===== config.mk =====
export PLATFORM = sky130hd
export DESIGN_NAME = heap_size_class_bitmap
export DESIGN_NICKNAME = d
export VERILOG_FILES = /design/src/hdl/hscb_pkg.sv /design/src/hdl/heap_size_class_bitmap.sv /design/src/hdl/hscb_classify.sv /design/src/hdl/hscb_bitmap.sv
export SDC_FILE = /design/constraint.sdc
export NUM_CORES = 1
export LEC_CHECK = 0
export ABC_AREA = 1
export BUFFER_PORTS_ARGS = -buffer_cell sky130_fd_sc_hd__buf_2
export CORE_UTILIZATION = 45
export CTS_CLUSTER_SIZE = 28
export DETAILED_ROUTE_END_ITERATION = 10
export PLACE_DENSITY = 0.72
export RECOVER_POWER = 100
export SYNTH_ARGS = -nofsm -noshare
export SYNTH_HDL_FRONTEND = slang
export SYNTH_SLANG_ARGS = --single-unit

===== constraint.sdc =====
create_clock -name clk -period 13.2 [get_ports clk]
set_clock_uncertainty 0.05 [all_clocks]
set_input_delay 0.66 -clock clk [delete_from_list [all_inputs] [get_ports clk]]
set_output_delay 0.66 -clock clk [all_outputs]
set_load 0.005 [all_outputs]

===== src/hdl/hscb_pkg.sv =====
// Package for the heap size-class bitmap: widths, operation and status codes,
// and the result type passed from the size classifier to the top level.
// Depends on nothing; every other file uses it by scoped names.
package hscb_pkg;

	localparam int NUM_CLASSES = 128;
	localparam int SIZE_BITS   = 20;

	localparam int OP_W     = 2;
	localparam int BUCKET_W = 7;
	localparam int STATUS_W = 2;
	localparam int CLS_W    = 7;
	localparam int RSIZE_W  = 21;

	localparam int CIDX_W = $clog2(NUM_CLASSES);
	localparam int SW1    = SIZE_BITS + 1;
	localparam int TB_W   = $clog2(SW1 + 1);
	localparam int CODE_W = $clog2(8 * SIZE_BITS + 2 * NUM_CLASSES);

	localparam int ALIGN_BYTES  = 8;
	localparam int LINEAR_LIMIT = 16 * ALIGN_BYTES;
	localparam int MIN_FREE     = 16;
	localparam int CODE_BIAS    = 17;

	typedef enum logic [OP_W-1:0] {
		OP_LOOKUP   = 2'd0,
		OP_FREE     = 2'd1,
		OP_EMPTY    = 2'd2,
		OP_CLASSIFY = 2'd3
	} op_t;

	typedef enum logic [STATUS_W-1:0] {
		STAT_OK   = 2'd0,
		STAT_NONE = 2'd1,
		STAT_BIG  = 2'd2,
		STAT_ZERO = 2'd3
	} status_t;

	typedef struct packed {
		logic              in_range;
		logic [CIDX_W-1:0] idx;
		logic [SW1-1:0]    rounded;
	} cls_res_t;

	typedef struct packed {
		logic              set;
		logic              clr;
		logic [CIDX_W-1:0] idx;
	} bm_upd_t;

endpackage


===== src/hdl/heap_size_class_bitmap.sv =====
// Top level of the heap size-class bitmap: input register, operation decode,
// result register. Depends on hscb_pkg, hscb_classify and hscb_bitmap.
//
// Channel   Ports                                         Transaction
// command   start, busy, op, size, bucket                 start high, busy low
// result    done, status, class_index, found_class,       done high, one cycle
//           rounded_size
//
// A command is registered at the edge that accepts it, and its result is
// registered on the result ports at the edge after that.
// busy stays low: a command can be accepted at every edge.
// The bitmap is updated at the same edge that registers the result, so a
// command sees the effect of the one accepted just before it.
// Reset clears the bitmap (every class empty) and the valid flags.
module heap_size_class_bitmap (
	input  logic                             clk,
	input  logic                             arst_n,
	input  logic                             start,
	output logic                             busy,
	input  logic [hscb_pkg::OP_W-1:0]        op,
	input  logic [hscb_pkg::SIZE_BITS-1:0]   size,
	input  logic [hscb_pkg::BUCKET_W-1:0]    bucket,
	output logic                             done,
	output logic [hscb_pkg::STATUS_W-1:0]    status,
	output logic [hscb_pkg::CLS_W-1:0]       class_index,
	output logic [hscb_pkg::CLS_W-1:0]       found_class,
	output logic [hscb_pkg::RSIZE_W-1:0]     rounded_size
);

	localparam int CIDX_W = hscb_pkg::CIDX_W;

	logic                             valid_s1;
	hscb_pkg::op_t                    op_s1;
	logic [hscb_pkg::SIZE_BITS-1:0]   size_s1;
	logic [hscb_pkg::BUCKET_W-1:0]    bucket_s1;

	hscb_pkg::cls_res_t               cres;
	hscb_pkg::bm_upd_t                upd;
	logic                             found;
	logic [CIDX_W-1:0]                found_idx;

	hscb_pkg::status_t                status_d;
	logic [hscb_pkg::CLS_W-1:0]       class_d;
	logic [hscb_pkg::CLS_W-1:0]       found_d;
	logic [hscb_pkg::RSIZE_W-1:0]     rsize_d;
	logic                             size_zero;
	logic                             bucket_ok;

	assign busy = 1'b0;

	always_ff @(posedge clk or negedge arst_n) begin
		if (!arst_n) begin
			valid_s1 <= 1'b0;
		end else begin
			valid_s1 <= start && !busy;
		end
	end

	always_ff @(posedge clk) begin
		if (start && !busy) begin
			op_s1     <= hscb_pkg::op_t'(op);
			size_s1   <= size;
			bucket_s1 <= bucket;
		end
	end

	hscb_classify u_classify (
		.size (size_s1),
		.up   (op_s1 == hscb_pkg::OP_LOOKUP),
		.res  (cres)
	);

	hscb_bitmap u_bitmap (
		.clk       (clk),
		.arst_n    (arst_n),
		.upd       (upd),
		.start_idx (cres.idx),
		.found     (found),
		.found_idx (found_idx)
	);

	assign size_zero = (size_s1 == '0) || ((op_s1 != hscb_pkg::OP_LOOKUP) &&
		(size_s1 < hscb_pkg::SIZE_BITS'(hscb_pkg::ALIGN_BYTES)));
	assign bucket_ok = 32'(bucket_s1) < hscb_pkg::NUM_CLASSES;

	always_comb begin
		status_d = hscb_pkg::STAT_OK;
		class_d  = '0;
		found_d  = '0;
		rsize_d  = '0;
		upd.set  = 1'b0;
		upd.clr  = 1'b0;
		upd.idx  = cres.idx;
		if (op_s1 == hscb_pkg::OP_EMPTY) begin
			class_d = hscb_pkg::CLS_W'(bucket_s1);
			upd.idx = CIDX_W'(bucket_s1);
			if (bucket_ok) begin
				upd.clr = valid_s1;
			end else begin
				status_d = hscb_pkg::STAT_BIG;
			end
		end else if (size_zero) begin
			status_d = hscb_pkg::STAT_ZERO;
		end else if (!cres.in_range) begin
			status_d = hscb_pkg::STAT_BIG;
		end else if (op_s1 == hscb_pkg::OP_LOOKUP) begin
			class_d = hscb_pkg::CLS_W'(cres.idx);
			rsize_d = hscb_pkg::RSIZE_W'(cres.rounded);
			if (found) begin
				found_d = hscb_pkg::CLS_W'(found_idx);
			end else begin
				status_d = hscb_pkg::STAT_NONE;
			end
		end else begin
			class_d = hscb_pkg::CLS_W'(cres.idx);
			upd.set = valid_s1 && (op_s1 == hscb_pkg::OP_FREE);
		end
	end

	always_ff @(posedge clk or negedge arst_n) begin
		if (!arst_n) begin
			done <= 1'b0;
		end else begin
			done <= valid_s1;
		end
	end

	always_ff @(posedge clk) begin
		status       <= status_d;
		class_index  <= class_d;
		found_class  <= found_d;
		rounded_size <= rsize_d;
	end

`ifndef SYNTHESIS
	a_done_follows: assert property (@(posedge clk) disable iff (!arst_n)
		valid_s1 |=> done)
		else $error("Result strobe missing after a registered command.");

	a_found_order: assert property (@(posedge clk) disable iff (!arst_n)
		(done && status == hscb_pkg::STAT_OK && rounded_size != '0) |->
		(found_class >= class_index))
		else $error("Found class lies below the start class.");

	a_zero_clean: assert property (@(posedge clk) disable iff (!arst_n)
		(done && status == hscb_pkg::STAT_ZERO) |->
		(class_index == '0 && found_class == '0 && rounded_size == '0))
		else $error("Zero-size result carries nonzero fields.");

	a_none_rounded: assert property (@(posedge clk) disable iff (!arst_n)
		(done && status == hscb_pkg::STAT_NONE) |->
		(rounded_size != '0 && found_class == '0))
		else $error("None-found result has inconsistent fields.");
`endif

endmodule


===== src/hdl/hscb_classify.sv =====
// Size classifier: maps a payload size to its size class, rounding up or down,
// and gives the rounded-up class size when rounding up. Purely combinational.
// Depends on hscb_pkg.
module hscb_classify (
	input  logic [hscb_pkg::SIZE_BITS-1:0] size,
	input  logic                           up,
	output hscb_pkg::cls_res_t             res
);

	localparam int SW1    = hscb_pkg::SW1;
	localparam int TB_W   = hscb_pkg::TB_W;
	localparam int CODE_W = hscb_pkg::CODE_W;

	logic [SW1-1:0]    s_up;
	logic [SW1-1:0]    s_sel;
	logic [SW1-1:0]    s_adj;
	logic              linear;
	logic [TB_W-1:0]   top;
	logic [TB_W-1:0]   grp;
	logic [SW1-1:0]    shifted;
	logic [2:0]        mant;
	logic [CODE_W-1:0] code;
	logic [CODE_W-1:0] lin_class;
	logic [CODE_W-1:0] class_full;
	logic [SW1-1:0]    base;
	logic [SW1-1:0]    geo_round;
	logic [SW1-1:0]    lin_round;

	assign s_up   = (SW1'(size) + SW1'(hscb_pkg::ALIGN_BYTES - 1)) &
		~SW1'(hscb_pkg::ALIGN_BYTES - 1);
	assign s_sel  = up ? s_up : SW1'(size);
	assign linear = s_sel <= SW1'(hscb_pkg::LINEAR_LIMIT);
	assign s_adj  = up ? s_sel - SW1'(hscb_pkg::ALIGN_BYTES) : s_sel;

	always_comb begin
		top = '0;
		for (int i = 0; i < SW1; i++) begin
			if (s_adj[i]) begin
				top = TB_W'(i);
			end
		end
	end

	assign grp     = top - TB_W'(3);
	assign shifted = s_adj >> grp;
	assign mant    = shifted[2:0];
	assign code    = CODE_W'({grp, mant}) + CODE_W'(up);

	assign lin_class  = CODE_W'(s_sel >> 3) - CODE_W'(1);
	assign class_full = linear ? lin_class : code - CODE_W'(hscb_pkg::CODE_BIAS);

	assign base      = SW1'(code[2:0]) + SW1'(8);
	assign geo_round = base << code[CODE_W-1:3];
	assign lin_round = (s_sel < SW1'(hscb_pkg::MIN_FREE)) ?
		SW1'(hscb_pkg::MIN_FREE) : s_sel;

	assign res.in_range = class_full < CODE_W'(hscb_pkg::NUM_CLASSES);
	assign res.idx      = hscb_pkg::CIDX_W'(class_full);
	assign res.rounded  = linear ? lin_round : geo_round;

endmodule


===== src/hdl/hscb_bitmap.sv =====
// Nonempty bitmap with one bit per size class, its set and clear port, and
// the masked priority search for the lowest set bit at or above a start class.
// Depends on hscb_pkg.
module hscb_bitmap (
	input  logic                                clk,
	input  logic                                arst_n,
	input  hscb_pkg::bm_upd_t                   upd,
	input  logic [hscb_pkg::CIDX_W-1:0]         start_idx,
	output logic                                found,
	output logic [hscb_pkg::CIDX_W-1:0]         found_idx
);

	localparam int NC = hscb_pkg::NUM_CLASSES;

	logic [NC-1:0] bits_q;
	logic [NC-1:0] masked;

	always_ff @(posedge clk or negedge arst_n) begin
		if (!arst_n) begin
			bits_q <= '0;
		end else if (upd.set) begin
			bits_q[upd.idx] <= 1'b1;
		end else if (upd.clr) begin
			bits_q[upd.idx] <= 1'b0;
		end
	end

	always_comb begin
		for (int i = 0; i < NC; i++) begin
			masked[i] = bits_q[i] && (i >= int'(start_idx));
		end
	end

	always_comb begin
		found_idx = '0;
		for (int i = NC - 1; i >= 0; i--) begin
			if (masked[i]) begin
				found_idx = hscb_pkg::CIDX_W'(i);
			end
		end
	end

	assign found = |masked;

endmodule


==> flow_summary_export.csv <==
group,metric,value,unit
clocking,cts_tree,"yes",
floorplanning,core-area,0.0278,mm2
global_routing,overflow,0,
setup_path,critPathRequiredTime,13540,ps
floorplanning,rows,61,
floorplanning,dieHeight,170,um
synthesis,synth_area_leader_cell,"dfrtp_1",
finish,nets,2117,
global_routing,antenna_found_initial,1,
pwr,power_switching,0.00183,W
place,postPlaceCellArea,0.0137,mm2
finish,antennaDiodeCount,0,
pwr,worst_ir_drop_vdd,129,uV
setup_path,critPathLaunchType,"flop",
synthesis,synth_area_leaders,"dfrtp_1 26%, nand2_1 14%, nor2_1 10%, edfxtp_1 6.8%, a21oi_1 6.6%",
global_routing,grt_pass1_wl,66.4,mm
synthesis,synth_area_per_cell,6.59,um2
setup_path,cpMostUsedCell,"nand2_1",
sta,slew_viol_final,164,
sta,period_minus_slack,12340,ps
sta,worst_slack,859,ps
synthesis,synth-seq-area-share,38.2,%
pwr,p_int,0.00182,W
detailed_routing,detail-route-antenna-nets,0,
finish,syn2layout_area_growth,21.4,%
synthesis,ys_async_sr_fraction,66.3,%
run_status,failed_checks,"capacitance limit, slew limit",
sta,slew_headroom,-150,%
sta,fin_crit_sh,93.5,%
synthesis,ys_warn_count,0,
sta,rsz0062_at_grt,"true",
clocking,cts_buffer_depth,2,
global_routing,grt_pass1_vias,12200,
clocking,worstSkewPairLatency,450,ps
sta,tns,0,ps
floorplanning,die_area,0.0290,mm2
global_routing,grt_max_degree,81,
finish,fin_area,0.0154,mm2
detailed_routing,wl_per_cell,17.9,um
setup_path,arrival,12680,ps
synthesis,syn_area,0.0127,mm2
floorplanning,die_w,170,um
synthesis,synth_flop_cell,"dfrtp_1",
floorplanning,ios,71,
place,dp_hpwl,32.3,mm
finish,drive_above_1_share,17.6,%
clocking,cts-buffers-inserted,17,
detailed_routing,vias_per_cell,5.57,
detailed_routing,dr.pass1.iters,6,
place,gp_congestion,1.06,
clocking,cts-root-buf,"clkbuf_16",
pwr,comb_power_share,61.1,%
sta,fmax,81.0,MHz
flow_run,maxCapViolations,3,
sta,finalSetupViolations,0,
synthesis,syn_inst,1930,
sta,hold_viol,0,
finish,final_util,55.6,%
setup_path,cp-end-kind,"flop",
clocking,cts_max_level,4,
synthesis,synth_edf_count,29,
synthesis,yosysUniqueCellTypes,54,
detailed_routing,routed_wl,44.1,mm
global_routing,gr-usage-all-layers,30.0,%
pwr,seq_power_share,24.0,%
setup_path,critical_path_class,"flop to flop",
setup_path,cp_max_fo,18,
setup_path,cpPeakStageDelay,440,ps
pwr,leakagePower,7.43,nW
place,port_buffers,69,
floorplanning,initial_core_util,45.8,%
detailed_routing,drt_iter0_drc,1751,
synthesis,ys_seq_elements,196,
detailed_routing,num_vias,13800,
pwr,switching_share,50.1,%
min_path,min_path_type,"input pin to flop",
clocking,path_clk_slew,80,ps
place,place_ws,176,ps
setup_path,slowest_stage,"edfxtp_1",
synthesis,yosysTopAreaCellShare,25.6,%
pwr,clkPwrFrac,14.9,%
clocking,ctsHoldBuffers,0,
pwr,power_density,236,mW/mm2
run_status,status,"finished with violations",
clocking,clock_sinks,196,
sta,fin_hold_ws,328,ps
sta,worst_pin_slew,3750,ps
setup_path,rrSetupSlack,860,ps
detailed_routing,drc,0,
==> critical path: cells and delay by family (launching register included) <==
| family | cells | cell delay [ps] |
|---|---|---|
| fa+ha+maj | 3 | 600 |
| flops | 1 | 440 |
| compound gates | 5 | 840 |
| xor+xnor | 1 | 320 |
| simple gates | 131 | 8420 |
| buf+inv | 12 | 1570 |
==> per-stage QoR <==
step	total power, W	instances
2_1_floorplan	0.00227	1932
3_3_place_gp	0.00287	2371
3_5_place_dp	0.00288	2371
4_1_cts	0.00344	2403
5_1_grt	0.00393	2471
6_report	0.00365	2471
==> placed cells by master, fill, tap and decap left out, types with 23 or more instances in the layout <==
master    count
dfxtp_1      37
o21ai_0      69
inv_1       192
buf_2        43
nand3_1      94
o211ai_1     29
buf_4       107
nor3_1       23
edfxtp_1     29
nor2_1      326
nand2_1     451
nand2_2      37
dfrtp_1     130
nor2_4       23
inv_2        29
a21oi_1     161
clkbuf_1     27
a31oi_1      69
==> cell type report <==
cell class | instances | area, um2
Clock buffer | 18 | 439
Clock inverter | 14 | 176
Fill cell | 2733 | 12300
Inverter | 232 | 887
Multi-Input combinational cell | 1449 | 7360
Sequential cell | 196 | 4860
Tap cell | 378 | 473
Timing Repair Buffer | 184 | 1240
==> metal layers <==
| metal | track usage, % | vias up | wire length (um) |
|---|---|---|---|
| met2 | 47.7 | 694 | 20300 |
| met4 | 13.7 | 0 | 1910 |
| li1 | - | 6606 | - |
| met5 | 0 | - | 0 |
| met3 | 4.93 | 135 | 3520 |
| met1 | 40.0 | 6338 | 18400 |
==> Yosys cell counts (12+ instances only) <==
master / number
xor2_1: 16
inv_2: 16
nor2_1: 343
o211ai_1: 29
a31oi_1: 71
edfxtp_1: 29
clkbuf_1: 40
dfrtp_1: 130
nor2_2: 12
nand2_2: 14
inv_1: 208
o21ai_0: 74
a21oi_1: 168
nand4_1: 17
nand2_1: 483
nand3_1: 101
nor3_1: 33
dfxtp_1: 37
==> power groups by stage <==
stage	registers, W	clock network, W	logic, W
after detailed placement	0.000882	0	0.00200
after global placement	0.000879	0	0.00199
after global routing	0.000891	0.000575	0.00247
after CTS	0.000872	0.000553	0.00201
final	0.000877	0.000543	0.00223
after floorplan	0.000843	0	0.00143
==> cells by family after synthesis <==
group	share of synthesized area, %
buffers and inverters	8.79
XOR/XNOR	1.56
adder cells (fa/ha/maj)	0.492
AND/OR/NAND/NOR	33.9
AO/OA/AOI/OAI	17.0
other	0.0295
flip-flops	38.2
==> final timing paths <==
path / from / to / depth (start not counted)
min in group asynchronous: arst_n / asynchronous set/reset pin / 1
setup / recovery: op_s1[1] / found_class[0] / 152
hold reg to reg: valid_s1 / done / 0
hold / removal: size[19] / size_s1[19] / 1
setup reg to reg: op_s1[1] / found_class[0] / 152
max in group asynchronous: arst_n / asynchronous set/reset pin / 2
==> what timing repair did <==
item	CTS	global route
endpoints found under the setup margin	0	1
resized for setup	0	162
buffers inserted	0	65
Power figures use the tool's default switching activity.
